--- src/hw/rtl/mtsa_pkg.sv ---
// Shared types, character codes and a width helper for the mul token scanner.
`default_nettype none

package mtsa_pkg;

  localparam int MAX_DIGITS_DEF = 3;

  localparam int BYTE_W    = 8;
  localparam int PRODUCT_W = 20;
  localparam int TOTAL_W   = 63;

  localparam logic [BYTE_W-1:0] CH_M     = 8'h6D;
  localparam logic [BYTE_W-1:0] CH_U     = 8'h75;
  localparam logic [BYTE_W-1:0] CH_L     = 8'h6C;
  localparam logic [BYTE_W-1:0] CH_OPEN  = 8'h28;
  localparam logic [BYTE_W-1:0] CH_COMMA = 8'h2C;
  localparam logic [BYTE_W-1:0] CH_CLOSE = 8'h29;
  localparam logic [BYTE_W-1:0] CH_ZERO  = 8'h30;
  localparam logic [BYTE_W-1:0] CH_NINE  = 8'h39;

  typedef enum logic [2:0] {
    PH_IDLE = 3'd0,
    PH_M    = 3'd1,
    PH_MU   = 3'd2,
    PH_MUL  = 3'd3,
    PH_ARG1 = 3'd4,
    PH_ARG2 = 3'd5
  } phase_t;

  typedef struct packed {
    logic done;
    logic last;
  } scan_evt_t;

  // Bits needed to hold the largest number of the given digit count.
  function automatic int num_width(input int digits);
    int maxv;
    int w;
    maxv = 1;
    w    = 1;
    for (int i = 0; i < digits; i++) begin
      maxv = maxv * 10;
    end
    maxv = maxv - 1;
    for (int i = 0; i < 31; i++) begin
      if ((maxv >> i) != 0) begin
        w = i + 1;
      end
    end
    return w;
  endfunction

endpackage

`default_nettype wire

--- src/hw/rtl/mul_token_scan_accumulate.sv ---
// Top level: mul(A,B) scanner with saturating product accumulator and result register.
//
// The block reads one text byte per item and finds each mul(A,B) with one to
// MAX_DIGITS decimal digits per number. A byte that closes a match yields a
// result with the product and the updated total; the byte flagged as end of
// text yields a result with the total and then clears the total and scanner.
// Other bytes yield no result. Items are taken one per cycle: a byte passes a
// scanner stage, where the product is formed by one multiplier, and then the
// accumulator stage, where a 63-bit add with saturation feeds the result
// register. An accepted byte is registered in the scanner stage, and its result
// is loaded into the result register when the scanner stage pops it. A result
// that waits for out_ready holds the scanner stage, which then holds the input.
`default_nettype none

module mul_token_scan_accumulate #(
  parameter int MAX_DIGITS = mtsa_pkg::MAX_DIGITS_DEF
) (
  input  wire logic                           clk,
  input  wire logic                           rst_n,
  input  wire logic                           in_valid,
  output logic                                in_ready,
  input  wire logic [mtsa_pkg::BYTE_W-1:0]    in_byte_in,
  input  wire logic                           in_end_of_text,
  output logic                                out_valid,
  input  wire logic                           out_ready,
  output logic [mtsa_pkg::PRODUCT_W-1:0]      out_product,
  output logic                                out_product_valid,
  output logic [mtsa_pkg::TOTAL_W-1:0]        out_running_total,
  output logic                                out_is_final
);
  import mtsa_pkg::*;

  localparam int NUM_W  = num_width(MAX_DIGITS);
  localparam int PROD_W = 2 * NUM_W;

  logic                 evt_valid;
  scan_evt_t            evt;
  logic [PROD_W-1:0]    prod;
  logic                 res_free;
  logic                 pop;
  logic                 has_result;
  logic [TOTAL_W:0]     sum_wide;
  logic [TOTAL_W-1:0]   sum_sat;

  logic [TOTAL_W-1:0]   sum_r, sum_nxt;
  logic                 out_valid_r, out_valid_nxt;
  logic [PRODUCT_W-1:0] out_product_r;
  logic                 out_product_valid_r;
  logic [TOTAL_W-1:0]   out_running_total_r;
  logic                 out_is_final_r;

  mtsa_scan #(
    .MAX_DIGITS (MAX_DIGITS),
    .NUM_W      (NUM_W),
    .PROD_W     (PROD_W)
  ) u_scan (
    .clk         (clk),
    .rst_n       (rst_n),
    .in_valid    (in_valid),
    .in_ready    (in_ready),
    .byte_in     (in_byte_in),
    .end_of_text (in_end_of_text),
    .pop         (pop),
    .evt_valid   (evt_valid),
    .evt         (evt),
    .prod        (prod)
  );

  assign res_free   = !out_valid_r || out_ready;
  assign pop        = evt_valid && res_free;
  assign has_result = evt.done || evt.last;

  assign sum_wide = {1'b0, sum_r} + (TOTAL_W + 1)'(evt.done ? prod : '0);
  assign sum_sat  = sum_wide[TOTAL_W] ? {TOTAL_W{1'b1}} : sum_wide[TOTAL_W-1:0];

  always_comb begin
    sum_nxt = sum_r;
    if (pop) begin
      sum_nxt = evt.last ? '0 : sum_sat;
    end
    out_valid_nxt = (out_valid_r && !out_ready) || (pop && has_result);
  end

  always_ff @(posedge clk) begin
    if (!rst_n) begin
      sum_r       <= '0;
      out_valid_r <= 1'b0;
    end else begin
      sum_r       <= sum_nxt;
      out_valid_r <= out_valid_nxt;
    end
  end

  always_ff @(posedge clk) begin
    if (pop && has_result) begin
      out_product_r       <= evt.done ? PRODUCT_W'(prod) : '0;
      out_product_valid_r <= evt.done;
      out_running_total_r <= sum_sat;
      out_is_final_r      <= evt.last;
    end
  end

  assign out_valid         = out_valid_r;
  assign out_product       = out_product_r;
  assign out_product_valid = out_product_valid_r;
  assign out_running_total = out_running_total_r;
  assign out_is_final      = out_is_final_r;

  // A result always carries either a product or the end-of-text total.
  a_result_has_reason: assert property (@(posedge clk) disable iff (!rst_n)
    out_valid |-> (out_product_valid || out_is_final))
    else $error("result without product or final flag");

  // A result without a product shows a zero product.
  a_no_product_zero: assert property (@(posedge clk) disable iff (!rst_n)
    (out_valid && !out_product_valid) |-> (out_product == '0))
    else $error("nonzero product on a result without a match");

  // The total is cleared once the final byte leaves the scanner stage.
  a_total_cleared: assert property (@(posedge clk) disable iff (!rst_n)
    (pop && evt.last) |=> (sum_r == '0))
    else $error("total not cleared after the final item");

  // The reported total never falls below the product it includes.
  a_total_covers_product: assert property (@(posedge clk) disable iff (!rst_n)
    (out_valid && out_product_valid) |-> (out_running_total >= TOTAL_W'(out_product)))
    else $error("total smaller than reported product");

endmodule

`default_nettype wire

--- src/hw/rtl/mtsa_scan.sv ---
// Pattern scanner: tracks the mul(A,B) phases, builds both numbers and forms A*B.
`default_nettype none

module mtsa_scan #(
  parameter int MAX_DIGITS = mtsa_pkg::MAX_DIGITS_DEF,
  parameter int NUM_W      = mtsa_pkg::num_width(MAX_DIGITS),
  parameter int PROD_W     = 2 * NUM_W
) (
  input  wire logic                        clk,
  input  wire logic                        rst_n,
  input  wire logic                        in_valid,
  output logic                             in_ready,
  input  wire logic [mtsa_pkg::BYTE_W-1:0] byte_in,
  input  wire logic                        end_of_text,
  input  wire logic                        pop,
  output logic                             evt_valid,
  output mtsa_pkg::scan_evt_t              evt,
  output logic [PROD_W-1:0]                prod
);
  import mtsa_pkg::*;

  localparam int CNT_W = $clog2(MAX_DIGITS + 1);

  phase_t             phase_r, phase_nxt;
  logic [CNT_W-1:0]   cnt_r, cnt_nxt;
  logic [NUM_W-1:0]   first_r, first_nxt;
  logic [NUM_W-1:0]   second_r, second_nxt;
  logic               evt_valid_r, evt_valid_nxt;
  scan_evt_t          evt_r, evt_nxt;
  logic [PROD_W-1:0]  prod_r;

  logic               accept;
  logic               is_digit;
  logic               in_arg;
  logic               m_start;
  logic               u_ok;
  logic               l_ok;
  logic               open_ok;
  logic               dig_take;
  logic               comma_ok;
  logic               close_ok;
  logic               keep;
  logic [NUM_W-1:0]   digit_val;
  logic [NUM_W-1:0]   cur_num;
  logic [NUM_W-1:0]   new_num;

  assign in_ready = !evt_valid_r || pop;
  assign accept   = in_valid && in_ready;

  assign is_digit  = (byte_in >= CH_ZERO) && (byte_in <= CH_NINE);
  assign in_arg    = (phase_r == PH_ARG1) || (phase_r == PH_ARG2);
  assign m_start   = (byte_in == CH_M) && (phase_r == PH_IDLE);
  assign u_ok      = (byte_in == CH_U) && (phase_r == PH_M);
  assign l_ok      = (byte_in == CH_L) && (phase_r == PH_MU);
  assign open_ok   = (byte_in == CH_OPEN) && (phase_r == PH_MUL);
  assign dig_take  = is_digit && in_arg && (cnt_r < CNT_W'(MAX_DIGITS));
  assign comma_ok  = (byte_in == CH_COMMA) && (phase_r == PH_ARG1) && (cnt_r != '0);
  assign close_ok  = (byte_in == CH_CLOSE) && (phase_r == PH_ARG2) && (cnt_r != '0);
  assign keep      = u_ok || l_ok || open_ok || dig_take || comma_ok;

  assign digit_val = NUM_W'(byte_in[3:0]);
  assign cur_num   = (phase_r == PH_ARG1) ? first_r : second_r;
  assign new_num   = NUM_W'({cur_num, 3'b000}) + NUM_W'({cur_num, 1'b0}) + digit_val;

  always_comb begin
    phase_nxt = PH_IDLE;
    if (!end_of_text) begin
      priority if (m_start) begin
        phase_nxt = PH_M;
      end else if (u_ok) begin
        phase_nxt = PH_MU;
      end else if (l_ok) begin
        phase_nxt = PH_MUL;
      end else if (open_ok) begin
        phase_nxt = PH_ARG1;
      end else if (dig_take) begin
        phase_nxt = phase_r;
      end else if (comma_ok) begin
        phase_nxt = PH_ARG2;
      end else begin
        phase_nxt = PH_IDLE;
      end
    end
  end

  always_comb begin
    cnt_nxt    = cnt_r;
    first_nxt  = first_r;
    second_nxt = second_r;
    if (open_ok) begin
      cnt_nxt   = '0;
      first_nxt = '0;
    end
    if (dig_take) begin
      cnt_nxt = cnt_r + CNT_W'(1);
      if (phase_r == PH_ARG1) begin
        first_nxt = new_num;
      end else begin
        second_nxt = new_num;
      end
    end
    if (comma_ok) begin
      cnt_nxt    = '0;
      second_nxt = '0;
    end
    if (!keep || end_of_text) begin
      cnt_nxt    = '0;
      first_nxt  = '0;
      second_nxt = '0;
    end
    evt_nxt.done  = close_ok;
    evt_nxt.last  = end_of_text;
    evt_valid_nxt = accept || (evt_valid_r && !pop);
  end

  always_ff @(posedge clk) begin
    if (!rst_n) begin
      phase_r     <= PH_IDLE;
      cnt_r       <= '0;
      first_r     <= '0;
      second_r    <= '0;
      evt_valid_r <= 1'b0;
      evt_r       <= '0;
    end else begin
      evt_valid_r <= evt_valid_nxt;
      if (accept) begin
        phase_r  <= phase_nxt;
        cnt_r    <= cnt_nxt;
        first_r  <= first_nxt;
        second_r <= second_nxt;
        evt_r    <= evt_nxt;
      end
    end
  end

  always_ff @(posedge clk) begin
    if (accept) begin
      prod_r <= PROD_W'(first_r) * PROD_W'(second_r);
    end
  end

  assign evt_valid = evt_valid_r;
  assign evt       = evt_r;
  assign prod      = prod_r;

endmodule

`default_nettype wire
--- config.mk ---
export PLATFORM = sky130hd
export DESIGN_NAME = mul_token_scan_accumulate
export DESIGN_NICKNAME = d
export VERILOG_FILES = /design/src/hw/rtl/mtsa_pkg.sv /design/src/hw/rtl/mul_token_scan_accumulate.sv /design/src/hw/rtl/mtsa_scan.sv
export SDC_FILE = /design/constraint.sdc
export NUM_CORES = 1
export LEC_CHECK = 0
export BUFFER_PORTS_ARGS = -buffer_cell sky130_fd_sc_hd__buf_2
export CORE_ASPECT_RATIO = 1.1
export CORE_MARGIN = 2
export CORE_UTILIZATION = 60
export CTS_CLUSTER_DIAMETER = 100
export DETAILED_ROUTE_END_ITERATION = 6
export PLACE_DENSITY_LB_ADDON = 0.1
export REMOVE_ABC_BUFFERS = 1
export SLEW_MARGIN = 20
export SYNTH_ARGS = -nofsm -noshare
export SYNTH_HDL_FRONTEND = slang
export SYNTH_SLANG_ARGS = --single-unit
export TNS_END_PERCENT = 30
--- constraint.sdc ---
create_clock -name clk -period 11.5 [get_ports clk]
set_input_delay 2.3 -clock clk [delete_from_list [all_inputs] [get_ports clk]]
set_output_delay 2.3 -clock clk [all_outputs]
set_load 0.1 [all_outputs]
* After elaboration in Yosys (flattened, before gate mapping) *
Index checks and enable logic that the tools add are counted.

word-level totals
  register bits = 197
  bits in latches = 0
  memory bits (writable) = 0
  bits in read-only memories = 0
  input bits = 13
  output and inout bits = 87
  memories kept = 0

cells by class
  add/sub/neg operators = 4
  multipliers = 1
  divide/modulo/power cells = 0
  magnitude comparators = 3
  eq/ne operators = 13
  shifts and indexed selects = 0
  mux-type cells = 23
  bitwise operators = 0
  reduce and logical (&&, ||, !) cells = 39

operator list
  operator                                                            number
  two-way mux 63 bit                                                  2
  two-way mux 10 bit                                                  8
  adder 63 x 20 -> 64 bit                                             1
  == test 8 x 6 -> 1 bit (second input constant)                      3
  == test 8 x 7 -> 1 bit (second input constant)                      3
  two-way mux 3 bit                                                   7
  multiplier 10 x 10 -> 20 bit                                        1
  two-way mux 20 bit                                                  1
  logical AND 1 bit                                                   16
  logical OR 1 bit                                                    11
  adder 10 bit                                                        1
  adder 10 x 4 -> 10 bit                                              1
  two-way mux 9 bit                                                   1
  greater-or-equal comparator 8 x 6 -> 1 bit (second input constant)  1
  <= comparator 8 x 6 -> 1 bit (second input constant)                1
  two-way mux 2 bit                                                   4
  == test 3 x 2 -> 1 bit (second input constant)                      2
  == test 3 bit (second input constant)                               2
  != test 6 x 2 -> 1 bit (second input constant)                      1
  logical NOT 1 bit                                                   5
  AND reduction 2 bit                                                 2
  nonzero test 4 bit                                                  1
  == test 3 x 1 -> 1 bit (second input constant)                      1
  logical NOT 3 bit                                                   1
  other kinds (6)                                                     6

* Depth between registers and ports, before layout *
Gate-level depths: netlist of run 1.

  depth after elaboration = 10
  depth in mapped cells = 21
  gate-level depth less buffers = 20

* Modules after synthesis *
A second synthesis of run 1 with hierarchy kept.

unflattened totals
  cell total of the unflattened synthesis = 1467
  area, all modules = 13974.7 um^2

modules (own cells, without submodules)
  module                     instances  cells an instance  area each (um^2)
  mul_token_scan_accumulate  1          857                8169.1
  mtsa_scan                  1          610                5805.6

* Worst setup path before layout of run 1 *
No wires, ideal clock.

  path type = input to register
  start point = input out_ready
  end point = register out_is_final_r, in the netlist out_is_final, enable pin
  library setup time = 529 ps
  arrival = 6388 ps
  data required time = 10971 ps
  setup slack = 4583 ps
  cell stages on the path = 4
  cell sequence = nand2b_1 > nand2_1 > clkbuf_1 > nor2_1

between the ends
  longest elaborated chain between the ends = 3

ends and longest elaborated chain
  element               RTL line                         text
  from (decl)           mul_token_scan_accumulate.sv:25  input wire logic out_ready,
  logical OR 1 bit      mul_token_scan_accumulate.sv:69  assign res_free = !out_valid_r || out_ready;
  logical AND 1 bit     mul_token_scan_accumulate.sv:70  assign pop = evt_valid && res_free;
  logical AND 1 bit     mul_token_scan_accumulate.sv:95  if (pop && has_result) begin
  to (signal assigned)  mul_token_scan_accumulate.sv:99  out_is_final_r <= evt.last;
  to (decl)             mul_token_scan_accumulate.sv:50  logic out_is_final_r;

Every way passes these cells.
A chain may end at the register's enable or synchronous reset.

* Worst setup path in the final report of run 1 *
  start point = register u_scan.first_r[4]
  end point = register u_scan.prod_r[19], in the netlist u_scan.prod[19] (data pin)

between the ends
  longest elaborated chain between the ends = 1

ends and longest elaborated chain
  element                       RTL line          text
  from (decl)                   mtsa_scan.sv:26   logic [NUM_W-1:0] first_r, first_nxt;
  from (signal assigned)        mtsa_scan.sv:129  first_r <= first_nxt;
  multiplier 10 x 10 -> 20 bit  mtsa_scan.sv:138  prod_r <= PROD_W'(first_r) * PROD_W'(second_r);
  to (signal assigned)          mtsa_scan.sv:138
  to (decl)                     mtsa_scan.sv:30   logic [PROD_W-1:0] prod_r;

Every way passes these cells.

==> flow_metrics.tcl, run 1 <==
set metrics [dict create \
    crit_buf_inv 0 \
    seq_area_frac_synth_pct 37.01 \
    cts_hold_buf 0 \
    wl_per_cell_um 17.78 \
    postCtsSetupBuffers 0 \
    die_h_um 161.3 \
    crit_chain "and2_1 > fa_1 > fa_1 > fa_1 > fa_1 > ha_1 > ha_1 > a21o_1 > a21o_1 > a21o_1 > a2111o_1 > a211oi_1 > o31ai_1 > a21oi_1 > xnor2_1" \
    status "finished clean" \
    worst_slack_ns 6.174 \
    start_kind "flop" \
    synthFlopType "edfxtp_1" \
    ios 100 \
    netlist-cell-type-count 80 \
    grt_remaining_overflow 0 \
    p_per_area_nw_per_um2 93.27 \
    syn_area_per_cell_sq_um 9.675 \
    cts_tree "yes" \
    fin_skew_ns 0.01131 \
    clk_latency_ns 0.44 \
    holdCritPathClass "flop to flop" \
    crit_path_max_incr_delay_ns 0.59 \
    synth-seq-cells 197 \
    routed_wl_um 31350 \
    synth_fa_ha_area_share_pct 18.08 \
    core_sq_um 22110 \
    worst_pin_slew_ns 1.161 \
    clockBufferDepth 2 \
    gp_congestion 0.8971 \
    path_delay_family "adder cells" \
    via_per_inst 5.959 \
    area_growth_pct 9.419 \
    synth_top_family_by_area "simple AND/OR/NAND/NOR gates" \
    cpMaxStageDelayCell "dfxtp_1" \
    synthCells 1395 \
    fin_tns_setup_ns 0 \
    crit_start "u_scan.first_r[4]" \
    critPathKind "flop to flop" \
    synth-edff-count 105 \
    place_ws_ns 6.181 \
    firstDrtPassIters 5 \
    rsz0062_at_grt "false" \
    setup_violations 0 \
    start_util_pct 61.05 \
    timing.final.crit_period_ns 5.326 \
    clock.fmax_mhz 187.7 \
    leakage_nw 6.909 \
    grt_pass1_vias 10320 \
    clkSlewWorstSetupHoldPaths_ns 0.08 \
    htree_num_levels 4 \
    slew_viol_final 0 \
    grt_pass1_wl_um 51520 \
    yosys_warnings 0 \
    endpoint_kind "flop" \
    critPathCapture "u_scan.prod[19]" \
    fill_cells 1853 \
    dpl.hpwl_um 23100 \
    vdd.ir_drop.worst_uv 92.83 \
    max-cap-violations 0 \
    async_reset_ff_share_pct 0 \
    synthMuxAreaShare_pct 1.363 \
    reg2reg_slack_ns 6.17 \
    antenna_found_initial 0 \
    synthXorXnorAreaFrac_pct 4.478 \
    multi_input_area_sq_um 7873 \
    die_width_um 147 \
    root_buffer "clkbuf_16" \
    core.rowCount 57 \
    synth_compound_area_share_pct 14.86 \
    slew_headroom_pct 22.01 \
    cts_buffers 17 \
    num_antenna_cells 0 \
    cp_num_cells 15 \
    drt_iter0_markers 699 \
    grt_max_degree 86 \
    cp_max_fo 12 \
    hp-start "u_scan.evt[1]" \
    num-nets-final 1624 \
    clock-sinks 197 \
    vias 10510 \
    die_area_sq_um 23710 \
    drcViolationCount 0 \
    ant_nets 0 \
    portBuffers 99 \
    rr_endpoint "u_scan.prod[19]" \
    drive_gt1_share_pct 12.33 \
    crit_required_ns 11.69 \
    finalCritPeriodShare_pct 46.32 \
    fin_util_pct 66.80 \
    hold_viol_final 0 \
    r2r-start "u_scan.first_r[4]" \
    yosys.area_share.simple_pct 19.47 \
    regArea_sq_um 4995 \
    cp_common_cell "fa_1" \
    r2r_cells 15 \
    critPathArrivalTime_ns 5.51 \
    syn_area_sq_um 13500 \
    cts_resized 0 \
    grt_use_total_pct 26.99 \
]
-- metal layers --
| metal | vias to the layer above | global-route usage, % | routed length (um) |
|---|---|---|---|
| met5 | - | 0 | 0 |
| met2 | 294 | 47.33 | 15740 |
| met4 | 0 | 9.441 | 828 |
| li1 | 5057 | - | - |
| met1 | 5098 | 34.55 | 13190 |
| met3 | 56 | 3.588 | 1586 |
-- flip-flops by register name, summed over array words and instances, names as in the netlist, 2 cells and up --
| signal | cells |
|---|---|
| u_scan.second_r | 10 |
| u_scan.cnt_r | 2 |
| u_scan.phase_r | 3 |
| out_product | 20 |
| u_scan.prod | 20 |
| sum_r | 63 |
| u_scan.evt | 2 |
| u_scan.first_r | 10 |
| out_running_total | 63 |
-- kinds of logic after synthesis --
family                   Yosys count
flip-flops                       197
AND/OR/NAND/NOR                  508
AO/OA/AOI/OAI                    285
XOR/XNOR                          69
multiplexers                      17
buffers and inverters            163
adder cells (fa/ha/maj)          156
-- placed cells by master, fill, tap and decap left out, types with 7 or more instances in the layout --
| cell | Yosys | routed |
|---|---|---|
| or3_1 | 12 | 11 |
| buf_4 | 1 | 9 |
| o21a_1 | 10 | 10 |
| a21o_1 | 21 | 21 |
| a211o_1 | 12 | 12 |
| fa_1 | 65 | 65 |
| a22o_1 | 23 | 23 |
| nand3_1 | 28 | 28 |
| a211oi_1 | 10 | 10 |
| clkbuf_16 | 0 | 18 |
| ha_1 | 91 | 91 |
| buf_2 | 8 | 99 |
| nor2_1 | 68 | 66 |
| inv_1 | 95 | 95 |
| mux2_2 | 11 | 11 |
| xor2_1 | 25 | 25 |
| a21boi_0 | 16 | 16 |
| xnor2_1 | 44 | 44 |
| and3_1 | 23 | 23 |
| nand2b_1 | 16 | 16 |
| dfxtp_1 | 92 | 92 |
| o311ai_0 | 7 | 7 |
| nor3_1 | 31 | 31 |
| edfxtp_1 | 105 | 105 |
| a31oi_1 | 9 | 9 |
| nand4_1 | 19 | 19 |
| a21oi_1 | 63 | 63 |
| nor4_1 | 13 | 13 |
| nand2_1 | 149 | 149 |
| o21ai_0 | 42 | 42 |
| and2_1 | 112 | 112 |
| nor2b_1 | 7 | 7 |
-- cell usage after synthesis (6+ instances only) --
cell type | instances | area [sq um]
mux2_2 | 11 | 123.9
a22o_1 | 23 | 201.4
buf_2 | 8 | 40.04
nand4_1 | 19 | 118.9
a21oi_1 | 63 | 315.3
nor2_1 | 68 | 255.2
ha_1 | 91 | 1139
a211o_1 | 12 | 105.1
a211oi_1 | 10 | 75.07
dfxtp_1 | 92 | 1842
xor2_1 | 25 | 219.0
fa_1 | 65 | 1301
nor2b_1 | 7 | 43.79
xnor2_1 | 44 | 385.4
mux2i_1 | 6 | 60.06
nand2_1 | 149 | 559.3
o2bb2ai_1 | 6 | 52.55
nand2b_1 | 16 | 100.1
nor3_1 | 31 | 155.2
o311ai_0 | 7 | 61.31
a21boi_0 | 16 | 120.1
clkbuf_1 | 56 | 210.2
a21o_1 | 21 | 157.7
and2_1 | 112 | 700.7
o21a_1 | 10 | 75.07
and3_1 | 23 | 143.9
o21bai_1 | 6 | 45.04
or3_1 | 12 | 75.07
nand3_1 | 28 | 140.1
a31oi_1 | 9 | 56.30
and4_1 | 6 | 52.55
edfxtp_1 | 105 | 3153
o21ai_0 | 42 | 210.2
nor4_1 | 13 | 81.33
inv_1 | 95 | 356.6
-- final cells by class --
class	instances	share of cell area (%)
timing repair buffer	109	3.999
multi-input combinational	1035	53.31
inverter	95	2.415
clock buffer	18	3.050
tap	295	2.499
clock inverter	14	0.9065
sequential	197	33.82
-- worst min-delay path by stage --
stage,endpoint,depth (start not counted)
6_report,out_product_valid,0
5_1_grt,out_product_valid,0
4_1_cts,out_product_valid,0
3_5_place_dp,out_product_valid,0
3_3_place_gp,out_product_valid,0
2_1_floorplan,sum_r[12],2
-- power breakdown --
| group | total (mW) | internal [mW] | switching, mW | leakage (nW) |
|---|---|---|---|---|
| combinational | 0.0406 | 0.00954 | 0.0310 | 4.71 |
| clock | 0.597 | 0.301 | 0.295 | 0.287 |
| sequential | 0.740 | 0.738 | 0.00205 | 1.91 |
-- per-stage QoR --
| step | hold WS, ns | cells | instance area, sq um | power (mW) |
|---|---|---|---|---|
| after floorplan | 0.4447 | 1327 | 13210 | 0.7784 |
| after global placement | 0.4469 | 1730 | 14150 | 0.7959 |
| after detailed placement | 0.4485 | 1730 | 14150 | 0.7964 |
| after CTS | 0.4680 | 1762 | 14740 | 1.380 |
| after global routing | 0.4793 | 1763 | 14770 | 1.412 |
| final | 0.4635 | 1763 | 14770 | 1.377 |
-- worst register-to-register path, stage by stage, from the launching register on --
cell      delay [ns]
dfxtp_1         0.59
and2_1          0.21
fa_1            0.44
fa_1            0.52
fa_1            0.52
fa_1            0.49
ha_1            0.32
ha_1            0.37
a21o_1          0.18
a21o_1          0.16
a21o_1          0.19
a2111o_1        0.41
a211oi_1        0.30
o31ai_1         0.12
a21oi_1         0.19
xnor2_1         0.08
(Power assumes the default switching activity.)
==> inputs of run 2 (changes only) <==
--- a/config.mk
+++ b/config.mk
@@ -8,7 +8,7 @@
 export BUFFER_PORTS_ARGS = -buffer_cell sky130_fd_sc_hd__buf_2
 export CORE_ASPECT_RATIO = 1.1
 export CORE_MARGIN = 2
-export CORE_UTILIZATION = 60
+export CORE_UTILIZATION = 56
 export CTS_CLUSTER_DIAMETER = 100
 export DETAILED_ROUTE_END_ITERATION = 6
 export PLACE_DENSITY_LB_ADDON = 0.1
==> constraint.sdc (replaced) <==
create_clock -name clk -period 4.7 [get_ports clk]
set_input_delay 0.94 -clock clk [delete_from_list [all_inputs] [get_ports clk]]
set_output_delay 0.94 -clock clk [all_outputs]
set_load 0.1 [all_outputs]
==> run 2 against run 1 <==
  * The run now ends with negative setup slack left
  * Final cell count rose by 5.6%
  * Final area rose by 6.9%
  * Flip-flop and latch count did not move
  * Utilization fell by 0.17 points
  * First-iteration DRC count rose by 11%
  * Sequential power rose by 140%
  * Count of clock-buffer cells in the layout fell by 1
  * Fmax rose by 12%
  * Critical path type unchanged
  * Largest cell class unchanged
==> flow_metrics.tcl, run 2 (same netlist as run 1, synthesis figures left out) <==
set metrics [dict create \
    place_area_sq_um 14740 \
    routed_wl_um 33380 \
    clkSlewWorstSetupHoldPaths_ns 0.08 \
    num-nets-final 1712 \
    cts_tree "yes" \
    slew_viol_final 0 \
    ant_nets 0 \
    maxUsedRoutingLayer "met4" \
    num_antenna_cells 0 \
    finalCritPeriodShare_pct 101.2 \
    start_kind "flop" \
    cts_hold_buf 0 \
    holdCritPathClass "flop to flop" \
    hold_viol_final 0 \
    p_per_area_nw_per_um2 217.1 \
    start_util_pct 56.96 \
    drcViolationCount 0 \
    drive_gt1_share_pct 21.72 \
    via_per_inst 5.804 \
    critPathKind "flop to flop" \
    clockBufferDepth 2 \
    fin_area_sq_um 15790 \
    core.rowCount 59 \
    firstDrtPassIters 5 \
    fin_skew_ns 0.01359 \
    portBuffers 99 \
    ios 100 \
    vdd.ir_drop.worst_uv 217.9 \
    cts_buffers 17 \
    gp_congestion 0.8888 \
    wl_met2_um 17060 \
    drt_iter0_markers 776 \
    crit_required_ns 4.89 \
    violations "negative setup slack" \
    max-cap-violations 0 \
    worst_pin_slew_ns 1.159 \
    area_growth_pct 16.98 \
    die_h_um 166.8 \
    critPathArrivalTime_ns 4.94 \
    wl_per_cell_um 17.94 \
    vias 10800 \
    instances_no_fill 1861 \
    die_area_sq_um 25360 \
    htree_num_levels 4 \
    antenna_found_initial 0 \
    grt_use_total_pct 26.12 \
    endpoint_kind "flop" \
    die_width_um 152.0 \
    cp_max_fo 5 \
    dp_cells 1816 \
    root_buffer "clkbuf_16" \
    rsz0062_at_grt "true" \
    clock.fmax_mhz 210.2 \
    wl_met1_um 14080 \
    setup_violations 1 \
    grt_max_degree 86 \
    timing.final.crit_period_ns 4.758 \
    grt_pass1_vias 10710 \
    clock-sinks 197 \
    dr_wl_met3_um 1393 \
    layout_commonest_cell "nand2_1" \
    core_sq_um 23700 \
    fin_util_pct 66.63 \
    grt_remaining_overflow 0 \
    leakage_nw 7.398 \
    dpl.hpwl_um 24850 \
    slew_headroom_pct 20.75 \
    place_ws_ns -0.3779 \
    worst_slack_ns -0.05821 \
    clk_latency_ns 0.44 \
    status "complete, but fails checks" \
    mostFrequentLayoutCells "nand2_1 (144), and2_1 (107), edfxtp_1 (105), buf_2 (99), buf_4 (88)" \
    grt_pass1_wl_um 54050 \
]
==> run 2: layer usage <==
metal,track usage [%],vias up
met5,0,-
met4,8.411,0
met3,3.903,56
met2,46.96,286
met1,32.27,5228
li1,-,5231
==> run 2: cell type report <==
| cell class | count | area, sq um |
|---|---|---|
| clock inverter | 15 | 177.7 |
| inverter | 95 | 356.6 |
| sequential | 197 | 5044 |
| fill | 1932 | 7908 |
| clock buffer | 17 | 425.4 |
| multi-input combinational | 1035 | 8119 |
| tap | 305 | 381.6 |
| timing repair buffer | 197 | 1285 |
==> run 2: critical path, stage by stage (launching register included) <==
cell and delay, ns:
dfxtp_4 0.36, buf_4 0.13, and2_1 0.16, fa_2 0.43
fa_1 0.58, fa_2 0.45, fa_1 0.50, ha_2 0.29
ha_4 0.17, a21o_1 0.15, a21o_1 0.16, a21o_1 0.16
a2111o_1 0.38, a211oi_2 0.18, o31ai_1 0.11, a21oi_1 0.18
xnor2_1 0.10
==> run 2: path summary, 6_finish.rpt <==
kind	start	end	slack [ns]	cells past startpoint
max	u_scan.first_r[4]	u_scan.prod[19]	-0.06	16
min	sum_r[0]	sum_r[0]	0.47	2
max reg2reg	u_scan.first_r[4]	u_scan.prod[19]	-0.06	16
min reg2reg	sum_r[0]	sum_r[0]	0.47	2
==> run 2: per-stage QoR <==
stage	TNS (ns)	total power [mW]	hold slack (ns)
2_1_floorplan	-108.10	1.905	0.4447
3_3_place_gp	-0.9413	1.953	0.4544
3_5_place_dp	-1.636	1.953	0.4623
4_1_cts	-0.1571	3.436	0.4730
5_1_grt	-0.5800	3.504	0.4965
6_report	-0.05821	3.427	0.4726
==> run 2: timing repair <==
item                       CTS  global route
pin swaps                   49            23
gates resized for setup     64            32
setup buffers                8             4
setup endpoints to repair    9            10
==> run 2: where the power goes <==
part / switching [mW] / internal, mW
sequential: 0.00447 / 1.80
combinational: 0.0802 / 0.0256
clock: 0.749 / 0.768
==> inputs of run 3 (changes only) <==
--- a/config.mk
+++ b/config.mk
@@ -8,12 +8,11 @@
 export BUFFER_PORTS_ARGS = -buffer_cell sky130_fd_sc_hd__buf_2
 export CORE_ASPECT_RATIO = 1.1
 export CORE_MARGIN = 2
-export CORE_UTILIZATION = 56
+export CORE_UTILIZATION = 50
 export CTS_CLUSTER_DIAMETER = 100
 export DETAILED_ROUTE_END_ITERATION = 6
 export PLACE_DENSITY_LB_ADDON = 0.1
 export REMOVE_ABC_BUFFERS = 1
-export SLEW_MARGIN = 20
 export SYNTH_ARGS = -nofsm -noshare
 export SYNTH_HDL_FRONTEND = slang
 export SYNTH_SLANG_ARGS = --single-unit
==> run 3 against run 2 <==
  * The flow still finishes with violations (negative setup slack)
  * Critical path depth decreased by 1
  * Register-to-register slack got worse by 0.02 ns
  * Final area decreased by 0.22%
  * Critical endpoint unchanged
==> flow_metrics.tcl, run 3 (same netlist as run 1, synthesis figures left out) <==
set metrics [dict create \
    status "complete, but fails checks" \
    violations "negative setup slack" \
    core_sq_um 26720 \
    via_per_inst 5.579 \
    p_sw_share_pct 22.44 \
    drcViolationCount 0 \
    multi_input_area_sq_um 8051 \
    holdCritPathClass "flop to flop" \
    ant_nets 0 \
    start_kind "flop" \
    critPathKind "flop to flop" \
    cpMaxStageDelayCell "fa_2" \
    clockBufferDepth 2 \
    r2r-start "u_scan.first_r[6]" \
    hp-start "sum_r[10]" \
    grt_max_degree 60 \
    reg2reg_slack_ns -0.08 \
    gp_congestion 0.8908 \
    cp_max_fo 7 \
    rsz0062_at_grt "true" \
    clkSlewWorstSetupHoldPaths_ns 0.08 \
    crit_required_ns 4.90 \
    dpl.hpwl_um 25450 \
    critPathArrivalTime_ns 4.98 \
    p_sw_uw 767.0 \
    antenna_found_initial 0 \
    crit_chain "and2_1 > fa_1 > fa_2 > fa_2 > fa_2 > ha_1 > ha_2 > a21o_1 > a21o_1 > a21o_1 > a2111o_1 > a211oi_2 > o31ai_1 > a21oi_1 > xnor2_1" \
    start_util_pct 50.51 \
    instances_no_fill 1909 \
    drt_iter0_markers 545 \
    setup_violations 1 \
    p_clk_share_pct 44.2 \
    clock.fmax_mhz 209.1 \
    finalCritPeriodShare_pct 101.8 \
    die_h_um 176.3 \
    fin_skew_ns 0.01045 \
    fin_tns_setup_ns -0.08315 \
    endpoint_kind "flop" \
    root_buffer "clkbuf_16" \
    worst_slack_ns -0.08315 \
    grt_pass1_vias 10610 \
    clock-sinks 197 \
    cts_buffers 17 \
    p_per_area_nw_per_um2 217.0 \
    core.rowCount 63 \
    hold_end "sum_r[10]" \
    grt_remaining_overflow 0 \
    place_area_sq_um 14870 \
    portBuffers 99 \
    max-cap-violations 0 \
    routed_wl_um 33350 \
    grt_pass1_wl_um 54610 \
    dp_cells 1875 \
    cts_tree "yes" \
    area_growth_pct 16.72 \
    r2r_cells 15 \
    rr_endpoint "u_scan.prod[19]" \
    layout_commonest_cell "nand2_1" \
    slew_viol_final 0 \
    p_comb_share_pct 3.0 \
    grt_use_total_pct 24.22 \
    die_area_sq_um 28330 \
    num-nets-final 1708 \
    fin_area_sq_um 15750 \
    ios 100 \
    vdd.ir_drop.worst_uv 223.9 \
    die_width_um 160.7 \
    worst_pin_slew_ns 1.147 \
    hold_viol_final 0 \
    vias 10650 \
    leakage_nw 7.384 \
    num_antenna_cells 0 \
    p_int_mw 2.652 \
    wl_per_cell_um 17.47 \
    regArea_sq_um 5045 \
    htree_num_levels 4 \
    crit_path_max_incr_delay_ns 0.57 \
    fill_cells 2323 \
    power.share.sequential_pct 52.8 \
    clk_latency_ns 0.45 \
    drive_gt1_share_pct 20.23 \
    whs_path_depth 2 \
    mostFrequentLayoutCells "nand2_1 (149), and2_1 (109), edfxtp_1 (105), buf_2 (99), inv_1 (92)" \
    slew_headroom_pct 23.27 \
    timing.final.crit_period_ns 4.783 \
    firstDrtPassIters 6 \
]
run 3: cell types whose count changed in the layout (fill, tap and decap cells not counted), sizes merged:
| cell | delta |
|---|---|
| buf | -4 |
| clkinv | -2 |
| clkbuf | +5 |
| inv | -3 |
run 3: area by class of cell:
| cell class | instances | share of cell area (%) |
|---|---|---|
| multi-input cells | 1035 | 51.11 |
| clock buffers | 22 | 3.288 |
| clock inverters | 10 | 0.6036 |
| repair buffers | 193 | 7.879 |
| inverters | 95 | 2.264 |
| well taps | 357 | 2.835 |
| flip-flops and latches | 197 | 32.02 |
run 3: stage by stage:
stage	util [%]	hold WS [ns]	total power, mW	worst slack, ns
floorplan	-	0.4447	1.905	-1.267
finish	58.95	0.4665	3.419	-0.08315
global route	58.95	0.4874	3.517	-0.2926
CTS	58.69	0.4703	3.447	-0.1646
detailed placement	55.64	0.4596	1.953	-0.3828
global placement	55.64	0.4551	1.952	-0.2693
run 3: routing by layer:
| layer | wire (um) | global-route usage, % | up-vias | share of wire (%) |
|---|---|---|---|---|
| met3 | 1190 | 3.547 | 61 | 3.6 |
| met2 | 17300 | 44.07 | 225 | 52 |
| met4 | 796 | 8.146 | 0 | 2.4 |
| met1 | 14060 | 29.41 | 5159 | 42 |
| met5 | 0 | 0 | - | 0 |
| li1 | - | - | 5205 | - |
run 3: power by group through the flow:
stage	combinational, mW	sequential [mW]	clock (mW)
6_report	0.102	1.81	1.51
3_3_place_gp	0.101	1.85	0
3_5_place_dp	0.102	1.85	0
5_1_grt	0.110	1.81	1.60
2_1_floorplan	0.0450	1.86	0
4_1_cts	0.102	1.81	1.54
run 3: worst max path at each step:
stage / startpoint / end
global route: u_scan.first_r[6] / u_scan.prod[19]
finish: u_scan.first_r[6] / u_scan.prod[19]
CTS: u_scan.first_r[7] / u_scan.prod[19]
floorplan: out_ready / out_is_final
global placement: u_scan.second_r[6] / u_scan.prod[19]
detailed placement: u_scan.second_r[5] / u_scan.prod[19]
run 3: critical path, delay by kind of cell (launching register included):
family,cells,cell delay (ns)
simple gates,1,0.17
fa+ha+maj,6,2.53
flops,1,0.37
compound gates,7,1.38
xor+xnor,1,0.07
run 3: what timing repair did:
item | in CTS | in global routing
gates resized for setup | 51 | 18
hold endpoints to repair | 0 | 0
gates cloned | 0 | 0
endpoints found under the setup margin | 9 | 9
setup buffers | 1 | 1
hold buffers | 0 | 0
pin swaps | 38 | 16
